<file path="src/rtl/bqrgb_pkg.sv">
`timescale 1ns / 1ps
// ----------------------------------------------------------------------------
// bqrgb_pkg
// Shared widths, register map, configuration type and gamma table for the
// Bayer quad to RGB color pipeline.
// ----------------------------------------------------------------------------
package bqrgb_pkg;

   localparam int PIX_W      = 8;
   localparam int GAIN_W     = 16;
   localparam int COEF_W     = 16;
   localparam int ROW_W      = 3 * COEF_W;
   localparam int WB_PROD_W  = PIX_W + GAIN_W;
   localparam int CCM_PROD_W = COEF_W + PIX_W + 1;
   localparam int CCM_ACC_W  = CCM_PROD_W + 2;
   localparam int CCM_FRAC_W = 10;
   localparam int WB_FRAC_W  = 8;
   localparam int CSR_DATA_W = 64;
   localparam int CSR_ADDR_W = 6;
   localparam int CSR_IDX_W  = 3;
   localparam int CSR_IDX_LO = 3;

   localparam logic [CCM_ACC_W-1:0] CCM_ROUND = CCM_ACC_W'(512);

   typedef enum logic [CSR_IDX_W-1:0] {
      REG_PEDESTAL     = 3'd0,
      REG_GAIN_RED     = 3'd1,
      REG_GAIN_GREEN   = 3'd2,
      REG_GAIN_BLUE    = 3'd3,
      REG_MATRIX_RED   = 3'd4,
      REG_MATRIX_GREEN = 3'd5,
      REG_MATRIX_BLUE  = 3'd6
   } csr_index_type;

   localparam logic [PIX_W-1:0]  PEDESTAL_RESET     = 8'd16;
   localparam logic [GAIN_W-1:0] GAIN_RED_RESET     = 16'd535;
   localparam logic [GAIN_W-1:0] GAIN_GREEN_RESET   = 16'd256;
   localparam logic [GAIN_W-1:0] GAIN_BLUE_RESET    = 16'd455;
   // coefficients r, g, b from high to low
   localparam logic [ROW_W-1:0]  MATRIX_RED_RESET   = 48'h061E_FE98_FF4A;
   localparam logic [ROW_W-1:0]  MATRIX_GREEN_RESET = 48'hFEDE_06AF_FE73;
   localparam logic [ROW_W-1:0]  MATRIX_BLUE_RESET  = 48'h0011_FDB6_0638;

   typedef struct packed {
      logic [PIX_W-1:0]  pedestal;
      logic [GAIN_W-1:0] gain_red;
      logic [GAIN_W-1:0] gain_green;
      logic [GAIN_W-1:0] gain_blue;
      logic [ROW_W-1:0]  matrix_row_red;
      logic [ROW_W-1:0]  matrix_row_green;
      logic [ROW_W-1:0]  matrix_row_blue;
   } cfg_type;

   localparam logic [PIX_W-1:0] GAMMA_ROM [0:255] = '{
        8'd0,   8'd13,  8'd22,  8'd28,  8'd34,  8'd38,  8'd42,  8'd46,
        8'd50,  8'd53,  8'd56,  8'd59,  8'd61,  8'd64,  8'd66,  8'd69,
        8'd71,  8'd73,  8'd75,  8'd77,  8'd79,  8'd81,  8'd83,  8'd85,
        8'd86,  8'd88,  8'd90,  8'd92,  8'd93,  8'd95,  8'd96,  8'd98,
        8'd99,  8'd101, 8'd102, 8'd104, 8'd105, 8'd106, 8'd108, 8'd109,
        8'd110, 8'd112, 8'd113, 8'd114, 8'd115, 8'd117, 8'd118, 8'd119,
        8'd120, 8'd121, 8'd122, 8'd124, 8'd125, 8'd126, 8'd127, 8'd128,
        8'd129, 8'd130, 8'd131, 8'd132, 8'd133, 8'd134, 8'd135, 8'd136,
        8'd137, 8'd138, 8'd139, 8'd140, 8'd141, 8'd142, 8'd143, 8'd144,
        8'd145, 8'd146, 8'd147, 8'd148, 8'd148, 8'd149, 8'd150, 8'd151,
        8'd152, 8'd153, 8'd154, 8'd155, 8'd155, 8'd156, 8'd157, 8'd158,
        8'd159, 8'd159, 8'd160, 8'd161, 8'd162, 8'd163, 8'd163, 8'd164,
        8'd165, 8'd166, 8'd167, 8'd167, 8'd168, 8'd169, 8'd170, 8'd170,
        8'd171, 8'd172, 8'd173, 8'd173, 8'd174, 8'd175, 8'd175, 8'd176,
        8'd177, 8'd178, 8'd178, 8'd179, 8'd180, 8'd180, 8'd181, 8'd182,
        8'd182, 8'd183, 8'd184, 8'd185, 8'd185, 8'd186, 8'd187, 8'd187,
        8'd188, 8'd189, 8'd189, 8'd190, 8'd190, 8'd191, 8'd192, 8'd192,
        8'd193, 8'd194, 8'd194, 8'd195, 8'd196, 8'd196, 8'd197, 8'd197,
        8'd198, 8'd199, 8'd199, 8'd200, 8'd200, 8'd201, 8'd202, 8'd202,
        8'd203, 8'd203, 8'd204, 8'd205, 8'd205, 8'd206, 8'd206, 8'd207,
        8'd208, 8'd208, 8'd209, 8'd209, 8'd210, 8'd210, 8'd211, 8'd212,
        8'd212, 8'd213, 8'd213, 8'd214, 8'd214, 8'd215, 8'd215, 8'd216,
        8'd216, 8'd217, 8'd218, 8'd218, 8'd219, 8'd219, 8'd220, 8'd220,
        8'd221, 8'd221, 8'd222, 8'd222, 8'd223, 8'd223, 8'd224, 8'd224,
        8'd225, 8'd226, 8'd226, 8'd227, 8'd227, 8'd228, 8'd228, 8'd229,
        8'd229, 8'd230, 8'd230, 8'd231, 8'd231, 8'd232, 8'd232, 8'd233,
        8'd233, 8'd234, 8'd234, 8'd235, 8'd235, 8'd236, 8'd236, 8'd237,
        8'd237, 8'd238, 8'd238, 8'd238, 8'd239, 8'd239, 8'd240, 8'd240,
        8'd241, 8'd241, 8'd242, 8'd242, 8'd243, 8'd243, 8'd244, 8'd244,
        8'd245, 8'd245, 8'd246, 8'd246, 8'd246, 8'd247, 8'd247, 8'd248,
        8'd248, 8'd249, 8'd249, 8'd250, 8'd250, 8'd251, 8'd251, 8'd251,
        8'd252, 8'd252, 8'd253, 8'd253, 8'd254, 8'd254, 8'd255, 8'd255
   };

endpackage

</file>
<file path="src/rtl/bqrgb_ccm.sv">
`timescale 1ns / 1ps
// ----------------------------------------------------------------------------
// bqrgb_ccm
// Stages 3 and 4: signed Q10 color matrix, nine registered products, then
// rounding sum, shift and clamp to 0..255.
// ----------------------------------------------------------------------------
module bqrgb_ccm (
   input  logic                        clock,
   input  logic                        reset,
   input  logic                        advance,
   input  bqrgb_pkg::cfg_type          cfg,
   input  logic                        in_valid,
   input  logic [bqrgb_pkg::PIX_W-1:0] in_red,
   input  logic [bqrgb_pkg::PIX_W-1:0] in_green,
   input  logic [bqrgb_pkg::PIX_W-1:0] in_blue,
   output logic                        s3_valid,
   output logic                        out_valid,
   output logic [bqrgb_pkg::PIX_W-1:0] out_red,
   output logic [bqrgb_pkg::PIX_W-1:0] out_green,
   output logic [bqrgb_pkg::PIX_W-1:0] out_blue
);

   localparam int PW = bqrgb_pkg::PIX_W;
   localparam int CW = bqrgb_pkg::COEF_W;
   localparam int XW = bqrgb_pkg::CCM_PROD_W;
   localparam int AW = bqrgb_pkg::CCM_ACC_W;
   localparam int FW = bqrgb_pkg::CCM_FRAC_W;

   logic                 v3_ff, v4_ff;
   // row-major: output channel, then input r, g, b
   logic signed [XW-1:0] prod_ff [0:2][0:2];
   logic signed [XW-1:0] prod_in [0:2][0:2];
   logic [bqrgb_pkg::ROW_W-1:0] rows [0:2];
   logic signed [PW:0]   pix [0:2];
   logic signed [AW-1:0] acc [0:2];
   logic [PW-1:0]        ch_ff [0:2];
   logic [PW-1:0]        ch_in [0:2];

   assign rows[0] = cfg.matrix_row_red;
   assign rows[1] = cfg.matrix_row_green;
   assign rows[2] = cfg.matrix_row_blue;
   assign pix[0]  = $signed({1'b0, in_red});
   assign pix[1]  = $signed({1'b0, in_green});
   assign pix[2]  = $signed({1'b0, in_blue});

   // stage 3
   always_comb begin
      for (int o = 0; o < 3; o++) begin
         for (int i = 0; i < 3; i++) begin
            prod_in[o][i] = $signed(rows[o][(2 - i) * CW +: CW]) * pix[i];
         end
      end
   end

   // stage 4
   always_comb begin
      for (int o = 0; o < 3; o++) begin
         acc[o] = $signed(bqrgb_pkg::CCM_ROUND)
                + AW'(prod_ff[o][0]) + AW'(prod_ff[o][1]) + AW'(prod_ff[o][2]);
         if (acc[o][AW-1]) begin
            ch_in[o] = '0;
         end else if (|acc[o][AW-2:FW+PW]) begin
            ch_in[o] = {PW{1'b1}};
         end else begin
            ch_in[o] = acc[o][FW+PW-1:FW];
         end
      end
   end

   always_ff @(posedge clock) begin
      if (reset) begin
         v3_ff <= 1'b0;
         v4_ff <= 1'b0;
      end else if (advance) begin
         v3_ff <= in_valid;
         v4_ff <= v3_ff;
      end
   end

   always_ff @(posedge clock) begin
      if (advance) begin
         prod_ff <= prod_in;
         ch_ff   <= ch_in;
      end
   end

   assign s3_valid  = v3_ff;
   assign out_valid = v4_ff;
   assign out_red   = ch_ff[0];
   assign out_green = ch_ff[1];
   assign out_blue  = ch_ff[2];

endmodule

</file>
<file path="config.mk">
export PLATFORM = sky130hd
export DESIGN_NAME = bqrgb_ccm
export DESIGN_NICKNAME = d
export VERILOG_FILES = /design/src/rtl/bqrgb_pkg.sv /design/src/rtl/bqrgb_ccm.sv
export SDC_FILE = /design/constraint.sdc
export NUM_CORES = 2
export LEC_CHECK = 0
export BUFFER_PORTS_ARGS = -buffer_cell sky130_fd_sc_hd__buf_2
export CAP_MARGIN = 20
export CORE_ASPECT_RATIO = 1.4
export CORE_MARGIN = 2
export CORE_UTILIZATION = 57
export DETAILED_ROUTE_END_ITERATION = 10
export GPL_TIMING_DRIVEN = 0
export HOLD_SLACK_MARGIN = 0.05
export PLACE_DENSITY = 0.74
export SYNTH_ARGS = -nofsm -noshare
export SYNTH_HDL_FRONTEND = slang
export SYNTH_SLANG_ARGS = --single-unit
</file>
<file path="constraint.sdc">
create_clock -name clock -period 12.84 [get_ports clock]
set_clock_uncertainty 0.05 [all_clocks]
set_input_delay 0.642 -clock clock [delete_from_list [all_inputs] [get_ports clock]]
set_output_delay 0.642 -clock clock [all_outputs]
set_load 0.05 [all_outputs]
</file>
== Word-level counts from Yosys, hierarchy flattened ==
Cells that the tools add are included.

* Output and inout bits: 26
* Bits of input ports: 228
* Bits in registers: 251
* Logic and storage cells: 38

* Reductions and logical operators: 3
* Add/subtract/negate cells: 9
* Multiplexer cells: 3
* Multipliers: 9

{| class="wikitable"
|+ Operator list
! kind !! number
|-
| $mul A16 B9 Y25 || 9
|-
| $add A26 B25 Y27 || 3
|-
| $add A27 B25 Y27 || 3
|-
| $add A11 B25 Y26 const A || 3
|-
| $mux W8 || 3
|-
| $reduce_or A8 Y1 || 3
|}

== Logic depth before layout (Yosys ltp) ==
* Depth in word-level cells: 5
* Gate-level depth with buffers: 21
* Depth with buffers taken out: 19

== Worst setup path after synthesis ==
Ideal clock, no wire load.

* Path type: input to register
* Start point: input in_blue[0] in the netlist's numbering
* End point: register prod_ff[99] in the netlist's numbering (data pin)
* Path slack: 7.047 ns
* Data arrival time: 5.483 ns
* Buffers on the path: 2
* Data required time: 12.531 ns
* Stages on the path: 21
* Cells stage by stage: clkbuf_1 clkbuf_1 nand2_1 fa_1 inv_1 ha_1 ha_1 inv_1 fa_1 inv_1 ha_1 fa_1 a21o_1 a21oi_1 o21ai_0 o41ai_1 o21ai_0 o221a_2 a211oi_1 a21oi_1 xnor2_1

{| class="wikitable"
|+ RTL lines
! element !! RTL line !! RTL
|-
| start, declared || bqrgb_ccm.sv:15 || <nowiki>input logic [bqrgb_pkg::PIX_W-1:0] in_blue,</nowiki>
|-
| end signal, assigned || bqrgb_ccm.sv:82 || <nowiki>prod_ff <= prod_in;</nowiki>
|-
| end, declared || bqrgb_ccm.sv:31 || <nowiki>logic signed [XW-1:0] prod_ff [0:2][0:2];</nowiki>
|}

==> impl_summary.txt <==
----------------------------------------------------
[Placement]
  Total half-perimeter wirelength after legalization and detailed placement ... about 120 mm
  Placed Cells ... 7140
  Routability congestion estimate from global placement ... between 0.9 and 1
  Placed Area ... between 50000 and 60000 sq um
  Count of buffers from port buffering ... 164

[STA]
  Final count of hold timing violations ... 0
  Total negative slack for setup checks ... 0 ns
  Maximum achievable frequency ... 0.143 GHz
  Normalized max-slew margin ... 18.2%
  Actual slew at the worst max-slew pin ... between 1 and 1.5 ns
  Final slew viol count ... 0
  Count of endpoints failing setup in the final report ... 0
  Period minus WS final ... between 6 and 7 ns
  Crit share post-route ... 54.4%
  RSZ-0062 raised after global routing ... no

[Min path]
  Worst min-delay path category ... in -> reg

[Critical path]
  Source of the worst register-to-register timing path ... prod_ff[179]$_DFFE_PP_
  Slowest stage delay, CP ... around 0.67 ns
  R2R depth ... 14
  R2R Path End ... out_red[7]$_SDFFCE_PP0P_
  Required time of the worst setup path ... around 13 ns
  Internal reg-to-reg setup slack ... between 8 and 9 ns
  Setup Crit Path Kind ... in -> reg
  Standard cell with the maximum stage delay on the critical path ... sky130_fd_sc_hd__clkbuf_1
  Critical Path Start ... in_blue[3]
  Category of the worst setup path launch point ... input pin
  Critical path peak fanout ... 10
  Crit path arrival time ... just over 7 ns
  Critical Path End Type ... register
  Worst setup endpoint ... prod_ff[24]$_DFFE_PP_
  Cell breakdown of the critical path ... clkbuf_1, clkbuf_1, nand2_1, fa_1, fa_1, inv_1, fa_1, inv_1, fa_1, inv_1, ha_1, inv_1, o21bai_1, o21ai_0, a311oi_1, a311oi_1, o41ai_1, a31oi_1, xnor2_1

[Drt]
  Average detailed-routed wire length per instance ... between 15 and 20 um
  Via count ... roughly 40000
  Drt total wl ... roughly 140 mm
  Via count normalized by instance count ... about 5.5
  Final antenna-violating net count ... 0
  Total iterations of the first detailed-routing run ... 6
  Number of design-rule violations left by the first detailed-router iteration ... between 2000 and 2500
  Number of DRC violations after detailed routing ... 0

[Layout]
  Total area of sequential cells ... approximately 7500 sq um
  Layout cells sized above 1 ... roughly 4.2%
  Synth-to-Final Area Change ... 6.09%
  Final Non-Filler Cells ... 7205
  Cell area after layout ... between 50000 and 60000 sq um
  Multi-input gate area ... slightly above 40000 sq um
  Fill count ... around 8000
  Final-stage net count ... approximately 7800

[Logic synthesis]
  Flip-flop and latch count after synthesis ... roughly 250
  Syn Area/Cell ... 9.46 sq um
  FFs w/ async S/R, synth ... 0%
  Leading register cell type out of synthesis ... sky130_fd_sc_hd__edfxtp_1
  Netlist area before placement ... 54400 sq um
  Number of library cell types mapped by synthesis ... 84
  Number of cells produced by synthesis ... about 5800
  Sequential fraction of the synthesis area ... between 10 and 15%
  Number of enable flip-flop cells after synthesis ... approximately 250
  YS warnings ... 0
  Post-synth net total ... approximately 7600

[Clocking]
  Hold Buf Count CTS ... 0
  Number of clock sinks ... about 250
  CTS HTree Levels ... 1
  Maximum buffer depth of the clock tree ... 3
  Post-cts repair resize count ... 0
  Post-CTS Setup Bufs ... 0
  Worst-path clk slew ... ~0.060 ns
  Worst-skew pair later-pin latency ... 0.60 ns
  TritonCTS clock tree ... yes
  Clock Root Buffer ... sky130_fd_sc_hd__clkbuf_16
  Number of clock buffers inserted by TritonCTS ... 29

[Global routing]
  Antenna violations before repair ... 21
  Vias in the first global route ... roughly 42000
  Total routing resource utilization after global routing ... between 20% and 30%
  Maximum number of pins on one net before global-route repair ... 131
  First-pass GRT wire length ... 223 mm
  Global route overflow ... 0

[Power]
  Max VDD drop ... ~0.24 mV
  Power per Cell Area ... between 200 and 300 nW/um^2
  Leak pwr ... about 30 nW

[Floorplanning]
  Die Footprint ... between 90000 and 100000 sq um
  Chip width ... approximately 270 um
  Row cnt ... ~130
  I/O pins ... 254
  Vert. Die Dim ... roughly 370 um
  Std-Cell Core Area ... ~95000 sq um
  Initial standard-cell utilization of the core ... a little under three fifths

[Run status]
  Result of the run ... completed

[Job]
  Maximum Capacitance Violations ... 0

----------------------------------------------------
cell usage after synthesis (28+ instances only):
master                     instances  share of area (%)
sky130_fd_sc_hd__a21oi_1         146                1.3
sky130_fd_sc_hd__clkbuf_1        132               0.91
sky130_fd_sc_hd__nand2_1         576                4.0
sky130_fd_sc_hd__and2_1          655                7.5
sky130_fd_sc_hd__edfxtp_1        249                 14
sky130_fd_sc_hd__nand3_1          41               0.38
sky130_fd_sc_hd__ha_1            594                 14
sky130_fd_sc_hd__a21o_1           56               0.77
sky130_fd_sc_hd__nor3_1           41               0.38
sky130_fd_sc_hd__fa_1            990                 36
sky130_fd_sc_hd__o21a_1           53               0.73
sky130_fd_sc_hd__o21bai_1         28               0.39
sky130_fd_sc_hd__inv_1          1471                 10
sky130_fd_sc_hd__o21ai_0          67               0.62
sky130_fd_sc_hd__xor2_1           62                1.0
sky130_fd_sc_hd__xnor2_1         166                2.7
sky130_fd_sc_hd__nor2_1          109               0.75
critical path: cells and delay by family:
kind | cells | cell delay [ns]
buf+inv | 6 | 1.50
compound gates | 6 | 1.80
simple gates | 1 | 0.17
xor+xnor | 1 | 0.65
fa+ha+maj | 5 | 2.42
sequential cells by signal (all words and copies together) (netlist names):
signal,flops
prod_ff,225
out_red,8
out_blue,8
out_green,8
s3_valid,1
out_valid,1
power breakdown:
group / total [mW] / switching (mW) / internal [mW]
sequential: 2.16 / 0.311 / 1.84
combinational: 13.5 / 7.84 / 5.62
clock: 0.769 / 0.354 / 0.415
per-layer routing:
layer / part of all wire (%) / GRT usage (%)
met2: 50 / 51.5
met3: 5.5 / 3.48
met1: 37 / 34.7
met5: 0.085 / 0
met4: 7.4 / 18.5
kinds of logic (layout without fill, tap and decap cells):
logic type,after synthesis,in the layout,share of synthesized area [%]
other,0,15,0
adders and majority gates,1584,1584,50.1
DFF,251,251,13.8
buffers and inverters,1606,1822,11.1
muxes,4,4,0.0736
AOI/OAI and AO/OA,512,512,6.47
and+or+nand+nor,1565,1565,14.8
xor gates and xnor gates,228,228,3.67
cells in the final DEF (no fill, tap or decap), drive strengths merged, types with 16 or more instances in the layout:
cell type and n:
edfxtp 249, o21ai 73, o21a 53, buf 169
a211oi 16, o21bai 28, a21oi 149, clkbuf 165
nor3 41, a31oi 26, xor2 62, nor2b 23
xnor2 166, nor2 110, or2 19, nand2 576
nand3 41, inv 1473, a21o 56, ha 594
and3 24, or3 21, fa 990, and2 655
how the worst min path moves through the flow:
| stage | slack (ns) | endpoint | start | cells past startpoint |
|---|---|---|---|---|
| 2_1_floorplan | 0.66 | out_valid$_SDFFE_PP0P_ | reset | 1 |
| 3_3_place_gp | 0.42 | out_valid$_SDFFE_PP0P_ | out_valid$_SDFFE_PP0P_ | 2 |
| 3_5_place_dp | 0.44 | out_valid$_SDFFE_PP0P_ | out_valid$_SDFFE_PP0P_ | 2 |
| 4_1_cts | 0.15 | out_valid$_SDFFE_PP0P_ | reset | 2 |
| 5_1_grt | 0.15 | out_valid$_SDFFE_PP0P_ | reset | 2 |
| 6_report | 0.17 | out_valid$_SDFFE_PP0P_ | reset | 2 |
through the flow:
stage                     power (mW)  worst slack [ns]  util [%]  hold slack [ns]
after floorplan                 12.1              7.05         -            0.664
after global routing            18.1              5.59      60.8            0.152
after CTS                       16.4              5.99      60.8            0.146
after global placement          15.1              5.39      59.8            0.419
final                           16.4              5.86      60.8            0.171
after detailed placement        15.5              5.43      59.9            0.441
layout make-up:
cell class                 count  share of cell area (%)
multi-input combinational   3893                    70.8
sequential                   251                    13.0
inverter                    1471                    9.57
tap                         1224                    2.65
timing repair buffer         166                    1.54
clock buffer                  33                    1.28
buffer                       135                   0.893
clock inverter                17                   0.206
antenna                       15                  0.0651
Note: power is estimated with default switching activity, not from simulation.
