==> src/rtl/bqrgb_pkg.sv <==
`timescale 1ns / 1ps
// ----------------------------------------------------------------------------
// bqrgb_pkg
// Shared widths, register map, configuration type and gamma table for the
// Bayer quad to RGB color pipeline.
// ----------------------------------------------------------------------------
package bqrgb_pkg;

   localparam int PIX_W      = 8;
   localparam int GAIN_W     = 16;
   localparam int COEF_W     = 16;
   localparam int ROW_W      = 3 * COEF_W;
   localparam int WB_PROD_W  = PIX_W + GAIN_W;
   localparam int CCM_PROD_W = COEF_W + PIX_W + 1;
   localparam int CCM_ACC_W  = CCM_PROD_W + 2;
   localparam int CCM_FRAC_W = 10;
   localparam int WB_FRAC_W  = 8;
   localparam int CSR_DATA_W = 64;
   localparam int CSR_ADDR_W = 6;
   localparam int CSR_IDX_W  = 3;
   localparam int CSR_IDX_LO = 3;

   localparam logic [CCM_ACC_W-1:0] CCM_ROUND = CCM_ACC_W'(512);

   typedef enum logic [CSR_IDX_W-1:0] {
      REG_PEDESTAL     = 3'd0,
      REG_GAIN_RED     = 3'd1,
      REG_GAIN_GREEN   = 3'd2,
      REG_GAIN_BLUE    = 3'd3,
      REG_MATRIX_RED   = 3'd4,
      REG_MATRIX_GREEN = 3'd5,
      REG_MATRIX_BLUE  = 3'd6
   } csr_index_type;

   localparam logic [PIX_W-1:0]  PEDESTAL_RESET     = 8'd16;
   localparam logic [GAIN_W-1:0] GAIN_RED_RESET     = 16'd535;
   localparam logic [GAIN_W-1:0] GAIN_GREEN_RESET   = 16'd256;
   localparam logic [GAIN_W-1:0] GAIN_BLUE_RESET    = 16'd455;
   // coefficients r, g, b from high to low
   localparam logic [ROW_W-1:0]  MATRIX_RED_RESET   = 48'h061E_FE98_FF4A;
   localparam logic [ROW_W-1:0]  MATRIX_GREEN_RESET = 48'hFEDE_06AF_FE73;
   localparam logic [ROW_W-1:0]  MATRIX_BLUE_RESET  = 48'h0011_FDB6_0638;

   typedef struct packed {
      logic [PIX_W-1:0]  pedestal;
      logic [GAIN_W-1:0] gain_red;
      logic [GAIN_W-1:0] gain_green;
      logic [GAIN_W-1:0] gain_blue;
      logic [ROW_W-1:0]  matrix_row_red;
      logic [ROW_W-1:0]  matrix_row_green;
      logic [ROW_W-1:0]  matrix_row_blue;
   } cfg_type;

   localparam logic [PIX_W-1:0] GAMMA_ROM [0:255] = '{
        8'd0,   8'd13,  8'd22,  8'd28,  8'd34,  8'd38,  8'd42,  8'd46,
        8'd50,  8'd53,  8'd56,  8'd59,  8'd61,  8'd64,  8'd66,  8'd69,
        8'd71,  8'd73,  8'd75,  8'd77,  8'd79,  8'd81,  8'd83,  8'd85,
        8'd86,  8'd88,  8'd90,  8'd92,  8'd93,  8'd95,  8'd96,  8'd98,
        8'd99,  8'd101, 8'd102, 8'd104, 8'd105, 8'd106, 8'd108, 8'd109,
        8'd110, 8'd112, 8'd113, 8'd114, 8'd115, 8'd117, 8'd118, 8'd119,
        8'd120, 8'd121, 8'd122, 8'd124, 8'd125, 8'd126, 8'd127, 8'd128,
        8'd129, 8'd130, 8'd131, 8'd132, 8'd133, 8'd134, 8'd135, 8'd136,
        8'd137, 8'd138, 8'd139, 8'd140, 8'd141, 8'd142, 8'd143, 8'd144,
        8'd145, 8'd146, 8'd147, 8'd148, 8'd148, 8'd149, 8'd150, 8'd151,
        8'd152, 8'd153, 8'd154, 8'd155, 8'd155, 8'd156, 8'd157, 8'd158,
        8'd159, 8'd159, 8'd160, 8'd161, 8'd162, 8'd163, 8'd163, 8'd164,
        8'd165, 8'd166, 8'd167, 8'd167, 8'd168, 8'd169, 8'd170, 8'd170,
        8'd171, 8'd172, 8'd173, 8'd173, 8'd174, 8'd175, 8'd175, 8'd176,
        8'd177, 8'd178, 8'd178, 8'd179, 8'd180, 8'd180, 8'd181, 8'd182,
        8'd182, 8'd183, 8'd184, 8'd185, 8'd185, 8'd186, 8'd187, 8'd187,
        8'd188, 8'd189, 8'd189, 8'd190, 8'd190, 8'd191, 8'd192, 8'd192,
        8'd193, 8'd194, 8'd194, 8'd195, 8'd196, 8'd196, 8'd197, 8'd197,
        8'd198, 8'd199, 8'd199, 8'd200, 8'd200, 8'd201, 8'd202, 8'd202,
        8'd203, 8'd203, 8'd204, 8'd205, 8'd205, 8'd206, 8'd206, 8'd207,
        8'd208, 8'd208, 8'd209, 8'd209, 8'd210, 8'd210, 8'd211, 8'd212,
        8'd212, 8'd213, 8'd213, 8'd214, 8'd214, 8'd215, 8'd215, 8'd216,
        8'd216, 8'd217, 8'd218, 8'd218, 8'd219, 8'd219, 8'd220, 8'd220,
        8'd221, 8'd221, 8'd222, 8'd222, 8'd223, 8'd223, 8'd224, 8'd224,
        8'd225, 8'd226, 8'd226, 8'd227, 8'd227, 8'd228, 8'd228, 8'd229,
        8'd229, 8'd230, 8'd230, 8'd231, 8'd231, 8'd232, 8'd232, 8'd233,
        8'd233, 8'd234, 8'd234, 8'd235, 8'd235, 8'd236, 8'd236, 8'd237,
        8'd237, 8'd238, 8'd238, 8'd238, 8'd239, 8'd239, 8'd240, 8'd240,
        8'd241, 8'd241, 8'd242, 8'd242, 8'd243, 8'd243, 8'd244, 8'd244,
        8'd245, 8'd245, 8'd246, 8'd246, 8'd246, 8'd247, 8'd247, 8'd248,
        8'd248, 8'd249, 8'd249, 8'd250, 8'd250, 8'd251, 8'd251, 8'd251,
        8'd252, 8'd252, 8'd253, 8'd253, 8'd254, 8'd254, 8'd255, 8'd255
   };

endpackage

==> src/rtl/bqrgb_csr.sv <==
`timescale 1ns / 1ps
// ----------------------------------------------------------------------------
// bqrgb_csr
// Register file behind the APB-style port: black level, white-balance gains
// and color matrix rows.
// ----------------------------------------------------------------------------
module bqrgb_csr (
   input  logic                             clock,
   input  logic                             reset,
   input  logic                             csr_psel,
   input  logic                             csr_penable,
   input  logic                             csr_pwrite,
   input  logic [bqrgb_pkg::CSR_ADDR_W-1:0] csr_paddr,
   input  logic [bqrgb_pkg::CSR_DATA_W-1:0] csr_pwdata,
   output logic [bqrgb_pkg::CSR_DATA_W-1:0] csr_prdata,
   output logic                             csr_pready,
   output bqrgb_pkg::cfg_type               cfg
);

   bqrgb_pkg::cfg_type       cfg_ff;
   bqrgb_pkg::csr_index_type index;
   logic                     wr_en;

   assign index      = bqrgb_pkg::csr_index_type'(
                          csr_paddr[bqrgb_pkg::CSR_IDX_LO +: bqrgb_pkg::CSR_IDX_W]);
   assign wr_en      = csr_psel && csr_penable && csr_pwrite && csr_pready;
   assign csr_pready = 1'b1;
   assign cfg        = cfg_ff;

   always_ff @(posedge clock) begin
      if (reset) begin
         cfg_ff.pedestal         <= bqrgb_pkg::PEDESTAL_RESET;
         cfg_ff.gain_red         <= bqrgb_pkg::GAIN_RED_RESET;
         cfg_ff.gain_green       <= bqrgb_pkg::GAIN_GREEN_RESET;
         cfg_ff.gain_blue        <= bqrgb_pkg::GAIN_BLUE_RESET;
         cfg_ff.matrix_row_red   <= bqrgb_pkg::MATRIX_RED_RESET;
         cfg_ff.matrix_row_green <= bqrgb_pkg::MATRIX_GREEN_RESET;
         cfg_ff.matrix_row_blue  <= bqrgb_pkg::MATRIX_BLUE_RESET;
      end else if (wr_en) begin
         unique case (index)
            bqrgb_pkg::REG_PEDESTAL: begin
               cfg_ff.pedestal <= csr_pwdata[bqrgb_pkg::PIX_W-1:0];
            end
            bqrgb_pkg::REG_GAIN_RED: begin
               cfg_ff.gain_red <= csr_pwdata[bqrgb_pkg::GAIN_W-1:0];
            end
            bqrgb_pkg::REG_GAIN_GREEN: begin
               cfg_ff.gain_green <= csr_pwdata[bqrgb_pkg::GAIN_W-1:0];
            end
            bqrgb_pkg::REG_GAIN_BLUE: begin
               cfg_ff.gain_blue <= csr_pwdata[bqrgb_pkg::GAIN_W-1:0];
            end
            bqrgb_pkg::REG_MATRIX_RED: begin
               cfg_ff.matrix_row_red <= csr_pwdata[bqrgb_pkg::ROW_W-1:0];
            end
            bqrgb_pkg::REG_MATRIX_GREEN: begin
               cfg_ff.matrix_row_green <= csr_pwdata[bqrgb_pkg::ROW_W-1:0];
            end
            bqrgb_pkg::REG_MATRIX_BLUE: begin
               cfg_ff.matrix_row_blue <= csr_pwdata[bqrgb_pkg::ROW_W-1:0];
            end
            default: begin
            end
         endcase
      end
   end

   always_comb begin
      unique case (index)
         bqrgb_pkg::REG_PEDESTAL:     csr_prdata = 64'(cfg_ff.pedestal);
         bqrgb_pkg::REG_GAIN_RED:     csr_prdata = 64'(cfg_ff.gain_red);
         bqrgb_pkg::REG_GAIN_GREEN:   csr_prdata = 64'(cfg_ff.gain_green);
         bqrgb_pkg::REG_GAIN_BLUE:    csr_prdata = 64'(cfg_ff.gain_blue);
         bqrgb_pkg::REG_MATRIX_RED:   csr_prdata = 64'(cfg_ff.matrix_row_red);
         bqrgb_pkg::REG_MATRIX_GREEN: csr_prdata = 64'(cfg_ff.matrix_row_green);
         bqrgb_pkg::REG_MATRIX_BLUE:  csr_prdata = 64'(cfg_ff.matrix_row_blue);
         default:                     csr_prdata = '0;
      endcase
   end

endmodule

==> config.mk <==
export PLATFORM = sky130hd
export DESIGN_NAME = bqrgb_csr
export DESIGN_NICKNAME = d
export VERILOG_FILES = /design/src/rtl/bqrgb_pkg.sv /design/src/rtl/bqrgb_csr.sv
export SDC_FILE = /design/constraint.sdc
export NUM_CORES = 1
export LEC_CHECK = 0
export BUFFER_PORTS_ARGS = -buffer_cell sky130_fd_sc_hd__buf_2
export CAP_MARGIN = 15
export CORE_MARGIN = 2
export CORE_UTILIZATION = 51
export CTS_CLUSTER_DIAMETER = 50
export CTS_CLUSTER_SIZE = 12
export DETAILED_ROUTE_END_ITERATION = 10
export GPL_TIMING_DRIVEN = 0
export PLACE_DENSITY = 0.86
export SKIP_LAST_GASP = 1
export SYNTH_ARGS = -nofsm -noshare
export SYNTH_HDL_FRONTEND = slang
export SYNTH_SLANG_ARGS = --single-unit
==> constraint.sdc <==
create_clock -name clock -period 1.3 [get_ports clock]
set_input_delay 0.065 -clock clock [delete_from_list [all_inputs] [get_ports clock]]
set_output_delay 0.065 -clock clock [all_outputs]
set_load 0.02 [all_outputs]
=== Yosys cells after proc, flatten, opt, wreduce, memory -nomap -nowiden ===
Index checks and enable logic that the tools add are counted.

* Register bits after elaboration: 200
* Bits of input ports: 75
* Output and inout bits: 265
* Logic and storage cells: 24

* Equal/unequal tests: 6
* Mux-type cells: 1
* Reductions and logical operators: 10

{| class="wikitable"
|+ Operator list
! kind !! count
|-
| 48-bit one-hot mux with 7 select lines || 1
|-
| 2-bit AND reduction || 7
|-
| 3-bit == test (second input constant) || 3
|-
| 3-bit by 2-bit == test with 1-bit output (second input constant) || 2
|-
| 3-bit by 1-bit == test with 1-bit output (second input constant) || 1
|-
| 3-bit logical NOT || 1
|-
| 1-bit logical AND || 2
|}

=== Logic depth before layout (Yosys ltp) ===
Gate-level depths: netlist of run 1.

* Depth in word-level cells: 3
* Gate-level depth with buffers: 6
* Mapped depth without buffers: 3

=== Worst setup path before layout of run 1 ===
Ideal clock, no wire load.

* Kind: register -> output
* Start: reg cfg_ff (netlist bit cfg[144])
* End: out csr_prdata[0] (netlist name)
* Arrival: 1.366 ns
* Required time: 1.235 ns
* Path slack: -0.131 ns
* Cell stages (with the launch flop): 4
* Buffers on the path: 0
* Cell sequence: dfxtp_1 -> mux2i_1 -> o221a_2 -> a221oi_1

* Longest elaborated chain between the ends: 1

{| class="wikitable"
|+ Ends and longest elaborated chain
! element !! RTL line !! RTL
|-
| from (decl) || bqrgb_csr.sv:20 || <nowiki>bqrgb_pkg::cfg_type cfg_ff;</nowiki>
|-
| 48-bit one-hot mux with 7 select lines || bqrgb_csr.sv:69 || <nowiki>unique case (index)</nowiki>
|-
| to (decl) || bqrgb_csr.sv:15 || <nowiki>output logic [bqrgb_pkg::CSR_DATA_W-1:0] csr_prdata,</nowiki>
|}

No other way between the ends.

=== Worst setup path after layout of run 1 ===
* Start: reg cfg_ff (netlist bit cfg[196])
* End: out csr_prdata[4] (netlist name)

The elaborated chain is that of the path after synthesis.

==> results of run 1 <==
==> Yosys cell counts (all sizes together) <==
master   number
mux4          3
nand2b      140
nor3          1
and2         34
or3b          1
mux2         11
a21oi         8
or2           1
inv           5
nand3         1
a221oi       13
clkbuf       43
nor2        140
o31ai         3
o21ai        24
nand2         3
conb          2
mux2i       243
and3          1
a2bb2oi       8
or3           3
o2bb2ai      35
o221a         5
and4b         1
buf          58
nor2b        17
dfxtp       200
nand4         1
nor3b         1
==> critical path: cells and delay by family, from the launching register on <==
kind,cells,cell delay [ns]
multiplexers,2,0.73
flip-flops,1,0.34
buffers and inverters,1,0.13
==> stage by stage <==
stage	hold slack [ns]	area [sq um]	setup WS, ns	cells	power [W]
final	0.122	14200	-0.427	1732	0.0139
after floorplan	0.217	9840	0.0399	1021	0.00732
after global placement	0.338	11600	-0.682	1557	0.00790
after detailed placement	0.346	11600	-0.678	1557	0.00791
after CTS	0.102	13900	-0.414	1722	0.0137
after global routing	0.129	14200	-0.453	1732	0.0141
==> final cells by class <==
type,instances,area [sq um]
flip-flops and latches,200,4140
plain buffers,98,673
repair buffers,447,3040
diodes,1,2.50
clock inverters,15,184
multi-input cells,715,5470
well taps,234,293
fillers,1165,4460
inverters,5,18.8
clock buffers,17,425
==> power groups by stage <==
stage	clock network, W	registers (W)	logic [W]
6_report	0.00564	0.00620	0.00207
5_1_grt	0.00581	0.00620	0.00213
4_1_cts	0.00555	0.00620	0.00191
3_5_place_dp	0	0.00635	0.00156
3_3_place_gp	0	0.00635	0.00155
2_1_floorplan	0	0.00640	0.000927
==> worst max-delay path by stage <==
| stage | startpoint | to | cells past startpoint |
|---|---|---|---|
| 2_1_floorplan | csr_paddr[5] | csr_prdata[10] | 5 |
| 3_3_place_gp | csr_paddr[3] | csr_prdata[6] | 7 |
| 3_5_place_dp | csr_paddr[3] | csr_prdata[28] | 7 |
| 4_1_cts | cfg[196] | csr_prdata[4] | 3 |
| 5_1_grt | cfg[150] | csr_prdata[6] | 3 |
| 6_report | cfg[196] | csr_prdata[4] | 3 |
==> per-layer routing <==
layer | vias up | track usage [%]
li1 | 4371 | -
met1 | 4949 | 45.6
met2 | 809 | 66.3
met3 | 196 | 9.79
met4 | 0 | 24.0
met5 | - | 0.752
==> cells by family (layout without fill, tap and decap cells) <==
| family | after synthesis | count (layout) | share of synthesized area [%] |
|---|---|---|---|
| AND/OR/NAND/NOR | 345 | 345 | 18.7 |
| flip-flops | 200 | 200 | 41.0 |
| multiplexers | 257 | 257 | 26.9 |
| buffers and inverters | 106 | 582 | 5.85 |
| other | 2 | 18 | 0.0770 |
| AO/OA/AOI/OAI | 96 | 96 | 7.48 |
==> what timing repair did <==
item	4_1_cts	5_1_grt
cloned	2	0
pin swaps	33	23
hold buffers	48	0
setup endpoints to repair	75	132
setup buffers	83	12
hold endpoints to repair	160	0
resized for setup	218	98
==> impl_metrics.yaml, run 1 <==
outcome:
  run_status: "finished, violations left"
  violations: "setup timing"
die:
  placementRows: 50
  die_outline_area_sq_mm: 0.0202
  floorplan.initialDensity_pct: 52.1
  floorplan.die.width_um: 142
  top_level_ports: 340
  dieHeight_um: 142
  core_region_area_sq_mm: 0.0187
setup_path:
  worst_ep_required_time_ns: 1.24
  reg2reg_slack_ns: 0.36
  critical_path_peak_fanout: 3
  critical_path.startpoint_type: "flip-flop"
  worst_path_max_delay_cell: "mux4_2"
  worst-endpoint-arrival_ns: 1.66
  critical_path.max_stage_delay_ns: 0.45
  worst_setup_end_kind: "primary output"
  crit_type: "flip-flop to primary output"
  reg2reg_launch_point: "cfg[126]"
  worstRegToRegCells: 4
  r2r-end: "cfg[126]"
  list_of_cells_traversed_by_the_critical_path: "mux4_2, mux2_2, buf_6"
timing:
  final_critical_path_setup_slack_ns: -0.427
  skew_ns: 0
  worstMarginPinSlew_ns: 0.970
  final.setup.tns_ns: -7.33
  finalSetupViolCount: 47
  finalHoldViolCount: 0
  layout_min_cycle_time_ns: 1.73
  slew_violations: 0
  grt_setup_unrepaired: "true"
  max_freq_ghz: 0.579
  post-route-period-util_pct: 133
  relSlewSlack_pct: 35.3
route:
  vias_per_cell: 5.96
  dr_total_vias: 10325
  met1Wirelength_mm: 15.2
  final_antenna_net_count: 0
  dr_wl_met3_mm: 4.49
  dr.first_iter.drc_count: 895
  dr_wl_met2_mm: 20.3
  avgRoutedWirePerCell_um: 24.4
  drtPass1Iterations: 5
  drc_errors: 0
  finalWirelength_mm: 42.2
  highest_routed_metal_layer: "met4"
synth:
  synthesis.yosys.warnings: 0
  cell_area_synth_sq_mm: 0.00975
  post-synth-top-area-fraction_pct: 41.0
  synth.area.top_cells: "dfxtp_1 (41%), mux2i_1 (25%), nand2b_1 (9.0%)"
  synth_seq_area_share_pct: 41.0
  number_of_synthesized_register_bits: 200
  synth.largest_area_cell: "dfxtp_1"
  postSynthAreaPerCell_sq_um: 9.70
  synth.lib_cells_used.distinct: 33
  netlist_instances: 1006
power:
  p_int_w: 0.00997
  switching_power_w: 0.00393
  proportion_of_power_drawn_by_combinational_gates_pct: 14.9
  seq_power_share_pct: 44.6
  power_density_mw_per_mm2: 976
  vdd_drop_max_v: 0.000950
  power.leakage_nw: 6.74
  clock_share_of_power_pct: 40.5
  switching_share_pct: 28.3
clock_tree:
  clk_pin_slew_worst_setup_hold_paths_ns: 0.08
  cts_made_buffers: 17
  worstSkewPairLatency_ns: 0.45
  tritoncts_clock_tree: "yes"
  clockRootBuffer: "clkbuf_16"
  htree_levels: 4
  cts.path.max_buffers: 2
  tritoncts_num_sinks: 200
worst_hold_path:
  hold_start: "csr_paddr[5]"
  worstHoldPathCells: 4
  worstHoldPathType: "input port to flip-flop"
  hold_end: "cfg[159]"
global_routing:
  global_route_wire_length_before_repair_mm: 59.9
  initial_antenna_violation_count: 1
  first_global_vias: 10363
  grt_overflow_total: 0
  grt.total_usage_pct: 39.6
  maximum_number_of_pins_on_one_net_before_global_route_repair: 20
layout:
  num-nets-final: 1559
  layout_commonest_cell: "buf_2"
  largest_register_ff_count: 200
  layout_common_cells: "buf_2 (267), mux2i_1 (242), nand2b_1 (140)"
  drive_gt1_share_pct: 44.2
  final_core_utilization_pct: 76.2
  area_growth_syn_to_layout_pct: 46.1
place:
  finalWeightedCongestion: 0.880
  dp.final_hpwl_mm: 26.0
  portBuffers: 302
flow_run:
  timing.max_cap.violations: 0
(Power assumes the default switching activity.)
==> run 2, diff against run 1 <==
- CORE_UTILIZATION: 51 -> 40
- PLACE_DENSITY: 0.86 -> default
- PLACE_DENSITY_LB_ADDON: default -> 0.1
- clock period: 1.3 -> 1.82 ns (I/O delays scaled with it)
==> run 2 against run 1 <==
The flow now finishes without violations. Sequential power down 29%. Via count decreased by 14%. Worst setup slack gained 0.45 ns. Register-to-register slack improved by 0.66 ns. Largest power group unchanged. Critical endpoint unchanged. Count of clock-buffer cells in the layout is 2 higher. Flip-flop and latch count did not move. Critical path type unchanged. Design area down 10%. Wire length down 11%. First-iteration DRC count down 31%. Non-clock buffer count is 94 lower. Sequential share of layout area is 2.2 points higher.
==> impl_metrics.yaml, run 2 (synthesis gave the netlist of run 1 again) <==
timing:
  worst_hold_slack_across_all_endpoints_ns: 0.132
  finalHoldViolCount: 0
  slew_violations: 0
  skew_ns: 0
  finalSetupViolCount: 0
  worstMarginPinSlew_ns: 0.892
  layout_min_cycle_time_ns: 1.80
  grt_setup_unrepaired: "true"
  post-route-period-util_pct: 98.7
  relSlewSlack_pct: 40.5
  max_freq_ghz: 0.556
flow_run:
  timing.max_cap.violations: 0
route:
  vias_per_cell: 5.11
  dr_total_vias: 8830
  final_antenna_net_count: 0
  finalWirelength_mm: 37.7
  drtPass1Iterations: 5
  avgRoutedWirePerCell_um: 21.8
  drc_errors: 0
  dr.first_iter.drc_count: 621
setup_path:
  critical_path_peak_fanout: 3
  path_buf_inv: 1
  crit_type: "flip-flop to primary output"
  reg2reg_slack_ns: 1.02
  timing.critical_path.from: "cfg[180]"
  reg2reg_launch_point: "cfg[72]"
  worst_ep_required_time_ns: 1.73
  crit_cells: 3
  worst_setup_end_kind: "primary output"
  r2r-end: "cfg[72]"
  cpLargestDelayFamily: "multiplexers"
  worst_path_max_delay_cell: "mux4_2"
  list_of_cells_traversed_by_the_critical_path: "mux4_2, mux2_2, buf_4"
  critical_path.startpoint_type: "flip-flop"
  setup.worst_path.end: "csr_prdata[4]"
  worstRegToRegCells: 3
  critical_path.max_stage_delay_ns: 0.47
  worst-endpoint-arrival_ns: 1.71
global_routing:
  first_global_vias: 8502
  global_route_wire_length_before_repair_mm: 55.0
  globalRouteMet1Util_pct: 40.4
  grt.met2_usage_pct: 46.5
  globalRouteMet3Util_pct: 4.36
  grt.total_usage_pct: 28.8
  global_route.peak_usage_layer: "met2"
  grt_overflow_total: 0
  initial_antenna_violation_count: 0
  maximum_number_of_pins_on_one_net_before_global_route_repair: 19
layout:
  layoutNonFillerInstCount: 1727
  drive_gt1_share_pct: 30.1
  layout_commonest_cell: "buf_2"
  diodes: 0
  layout_common_cells: "buf_2 (322), mux2i_1 (243), dfxtp_1 (199)"
  num-nets-final: 1465
  largest_register_ff_count: 200
  area_growth_syn_to_layout_pct: 31.5
worst_hold_path:
  worstHoldPathType: "input port to flip-flop"
clock_tree:
  number_of_setup_buffers_added_after_cts: 0
  clk_pin_slew_worst_setup_hold_paths_ns: 0.08
  cts_made_buffers: 17
  tritoncts_clock_tree: "yes"
  cts.path.max_buffers: 2
  worstSkewPairLatency_ns: 0.44
  clockRootBuffer: "clkbuf_16"
  tritoncts_num_sinks: 200
  htree_levels: 4
die:
  floorplan.die.width_um: 160
  core_region_area_sq_mm: 0.0241
  top_level_ports: 340
  die_outline_area_sq_mm: 0.0257
  placementRows: 57
  dieHeight_um: 160
  floorplan.initialDensity_pct: 40.5
power:
  proportion_of_power_drawn_by_combinational_gates_pct: 13.0
  vdd_drop_max_v: 0.000536
  seq_power_share_pct: 46.5
  switching_power_w: 0.00267
  total_power_w: 0.00953
  switching_share_pct: 28.1
  p_int_w: 0.00686
  power.leakage_nw: 6.04
  power_density_mw_per_mm2: 743
  clock_share_of_power_pct: 40.5
place:
  dp.final_hpwl_mm: 26.9
  finalWeightedCongestion: 0.850
  dp_cells: 1647
  portBuffers: 302
outcome:
  run_status: "complete, no violations"
run 2: changes by cell type in the layout (fill, tap and decap cells not counted), sizes merged:
cell | previous run | this run
bufinv | 2 | 1
clkinv | 3 | 5
diode | 1 | 0
buf | 458 | 356
clkbuf | 56 | 66
inv | 13 | 10
run 2: final cells by class:
class	count	area (sq um)
buffer	101	578
clock buffer	19	443
clock inverter	13	136
fill	2360	11300
inverter	5	18.8
multi-input combinational	715	5250
sequential	200	4010
tap	324	405
timing repair buffer	350	1990
run 2: how the worst min path moves through the flow:
stage                           to  depth (start not counted)           start
after floorplan            cfg[68]                          2  csr_pwdata[20]
after global placement     cfg[42]                          3  csr_pwdata[42]
after detailed placement   cfg[68]                          3  csr_pwdata[20]
after CTS                 cfg[181]                          4    csr_paddr[4]
after global routing      cfg[181]                          4    csr_paddr[4]
final                     cfg[181]                          4    csr_paddr[4]
run 2: metal layers:
metal  up-vias  part of all wire [%]
met4         0                   1.4
met3        35                   5.7
met2       344                    46
li1       4173                     -
met1      4278                    47
met5         -                     0
run 2: worst register-to-register path, stage by stage, from the launching register on:
cell     delay [ns]
dfxtp_1        0.35
nor2b_1        0.14
o21ai_0        0.08
o21ai_0        0.10
run 2: timing repair:
action / CTS / global route
hold buffers: 48 / 0
hold endpoints to repair: 143 / 0
resized for setup: 8 / 16
endpoints found under the setup margin: 43 / 21
run 2: metrics by stage:
step | setup TNS (ns) | util (%) | setup slack [ns] | instance area (sq um)
finish | 0 | 53.2 | 0.0229 | 12800
global route | -0.0393 | 53.2 | -0.0140 | 12800
CTS | 0 | 53.1 | 0.0129 | 12800
detailed placement | -15.21 | 48.7 | -0.401 | 11700
global placement | -13.55 | 48.7 | -0.399 | 11700
floorplan | 0 | - | 0.363 | 9810
run 2: power groups by stage:
stage | registers, W | logic, W | clock network (W)
final | 0.00443 | 0.00124 | 0.00386
after global routing | 0.00444 | 0.00131 | 0.00406
after CTS | 0.00443 | 0.00123 | 0.00391
after detailed placement | 0.00454 | 0.00114 | 0
after global placement | 0.00454 | 0.00114 | 0
after floorplan | 0.00457 | 0.000655 | 0
==> run 3, diff against run 2 <==
- clock period: 1.82 -> 2.3 ns (I/O delays scaled with it)
==> run 3 against run 2 <==
Design area down 0.44%. Combinational power down 22%. Worst setup slack better by 0.20 ns. Cell count down 0.12%. Critical path type is now input port to primary output. Largest cell class unchanged. Largest power group unchanged. Highest routed layer unchanged.
==> impl_metrics.yaml, run 3 (synthesis gave the netlist of run 1 again) <==
clock_tree:
  clockRootBuffer: "clkbuf_16"
  worstSkewPairLatency_ns: 0.44
  clk_pin_slew_worst_setup_hold_paths_ns: 0.08
  htree_levels: 4
  cts_made_buffers: 17
  number_of_setup_buffers_added_after_cts: 0
  cts.path.max_buffers: 2
  tritoncts_clock_tree: "yes"
  tritoncts_num_sinks: 200
setup_path:
  r2r-end: "cfg[72]"
  cpLargestDelayFamily: "buffers and inverters"
  crit_type: "input port to primary output"
  path_buf_inv: 4
  reg2reg_launch_point: "cfg[72]"
  worst_path_max_delay_cell: "buf_1"
  worstRegToRegCells: 3
  most_used_cell_along_the_critical_path: "buf_2"
  worst_setup_end_kind: "primary output"
  list_of_cells_traversed_by_the_critical_path: "buf_2, buf_2, buf_1, nor2_1, a221oi_1, buf_2"
  critical_path.max_stage_delay_ns: 0.57
  worst_ep_required_time_ns: 2.18
  critical_path_peak_fanout: 10
  worst-endpoint-arrival_ns: 1.96
  critical_path.startpoint_type: "input port"
  reg2reg_slack_ns: 1.50
place:
  dp_cells: 1647
  pre_cts_worst_setup_slack_ns: 0.0313
  portBuffers: 302
  dp.final_hpwl_mm: 26.9
  finalWeightedCongestion: 0.850
worst_hold_path:
  worstHoldPathType: "input port to flip-flop"
  hold_end: "cfg[193]"
  worstHoldPathCells: 3
  hold_start: "csr_pwdata[1]"
timing:
  final.setup.tns_ns: 0
  worstMarginPinSlew_ns: 0.908
  post-route-period-util_pct: 90.3
  relSlewSlack_pct: 39.4
  max_freq_ghz: 0.481
  final_critical_path_setup_slack_ns: 0.223
  grt_setup_unrepaired: "false"
  layout_min_cycle_time_ns: 2.08
  skew_ns: 0
  slew_violations: 0
  finalHoldViolCount: 0
  finalSetupViolCount: 0
layout:
  multiInputGateArea_sq_mm: 0.00524
  largest_register_ff_count: 200
  layout_commonest_cell: "buf_2"
  layoutNonFillerInstCount: 1725
  seq_area_sq_mm: 0.00400
  layout_common_cells: "buf_2 (323), mux2i_1 (243), dfxtp_1 (200)"
  area_growth_syn_to_layout_pct: 30.9
  num-nets-final: 1463
  fill_cells: 2369
  diodes: 0
  final_core_utilization_pct: 53.0
  drive_gt1_share_pct: 29.3
global_routing:
  grt_overflow_total: 0
  global_route_wire_length_before_repair_mm: 55.0
  initial_antenna_violation_count: 0
  first_global_vias: 8510
  maximum_number_of_pins_on_one_net_before_global_route_repair: 19
  grt.total_usage_pct: 28.8
die:
  die_outline_area_sq_mm: 0.0257
  floorplan.initialDensity_pct: 40.5
  core_region_area_sq_mm: 0.0241
  placementRows: 57
  dieHeight_um: 160
  floorplan.die.width_um: 160
  top_level_ports: 340
route:
  finalWirelength_mm: 37.6
  final_antenna_net_count: 0
  avgRoutedWirePerCell_um: 21.8
  dr.first_iter.drc_count: 597
  drc_errors: 0
  drtPass1Iterations: 5
  dr_total_vias: 8793
  vias_per_cell: 5.10
outcome:
  run_status: "complete, no violations"
flow_run:
  timing.max_cap.violations: 0
power:
  power_density_mw_per_mm2: 590
  power.leakage_nw: 6.00
  vdd_drop_max_v: 0.000427
run 3: power breakdown:
part / leakage [nW] / internal, W / switching [W]
clock network: 0.280 / 0.00156 / 0.00149
registers: 1.62 / 0.00349 / 0.0000231
logic: 4.10 / 0.000371 / 0.000600
run 3: how the worst max path moves through the flow:
stage | from | endpoint | slack (ns) | cells after the start
2_1_floorplan | cfg[144] | csr_prdata[0] | 0.82 | 3
3_3_place_gp | csr_paddr[3] | csr_prdata[9] | 0.03 | 7
3_5_place_dp | csr_paddr[3] | csr_prdata[9] | 0.03 | 7
4_1_cts | csr_paddr[3] | csr_prdata[9] | 0.03 | 7
5_1_grt | csr_paddr[5] | csr_prdata[3] | 0.08 | 6
6_report | csr_paddr[5] | csr_prdata[7] | 0.22 | 6
run 3: timing repair:
action	CTS	global route
gates resized for setup	0	5
setup endpoints to repair	0	8
hold buffers	46	0
endpoints found under the hold margin	122	0
run 3: routing by layer:
metal / share of wire (%) / global-route usage (%)
met4: 1.4 / 7.25
met2: 46 / 46.5
met5: 0 / 0
met1: 47 / 40.3
met3: 5.6 / 4.39
run 3: cell type report:
class	count	share of cell area (%)
Buffer	101	4.34
Multi-Input combinational cell	715	41.0
Timing Repair Buffer	348	15.4
Tap cell	324	3.17
Clock buffer	19	3.47
Inverter	5	0.147
Sequential cell	200	31.4
Clock inverter	13	1.07
run 3: through the flow:
stage               hold WS, ns  cell area (sq um)  total power, W
floorplan                 0.267               9810         0.00413
global placement          0.390              11700         0.00449
finish                   0.0241              12800         0.00753
detailed placement        0.396              11700         0.00449
CTS                     0.00866              12800         0.00756
global route             0.0343              12800         0.00775
run 3: worst register-to-register path: cells and delay by family, from the launching register on:
kind	cells	cell delay, ns
DFF	1	0.35
AOI/OAI and AO/OA	2	0.18
and+or+nand+nor	1	0.14
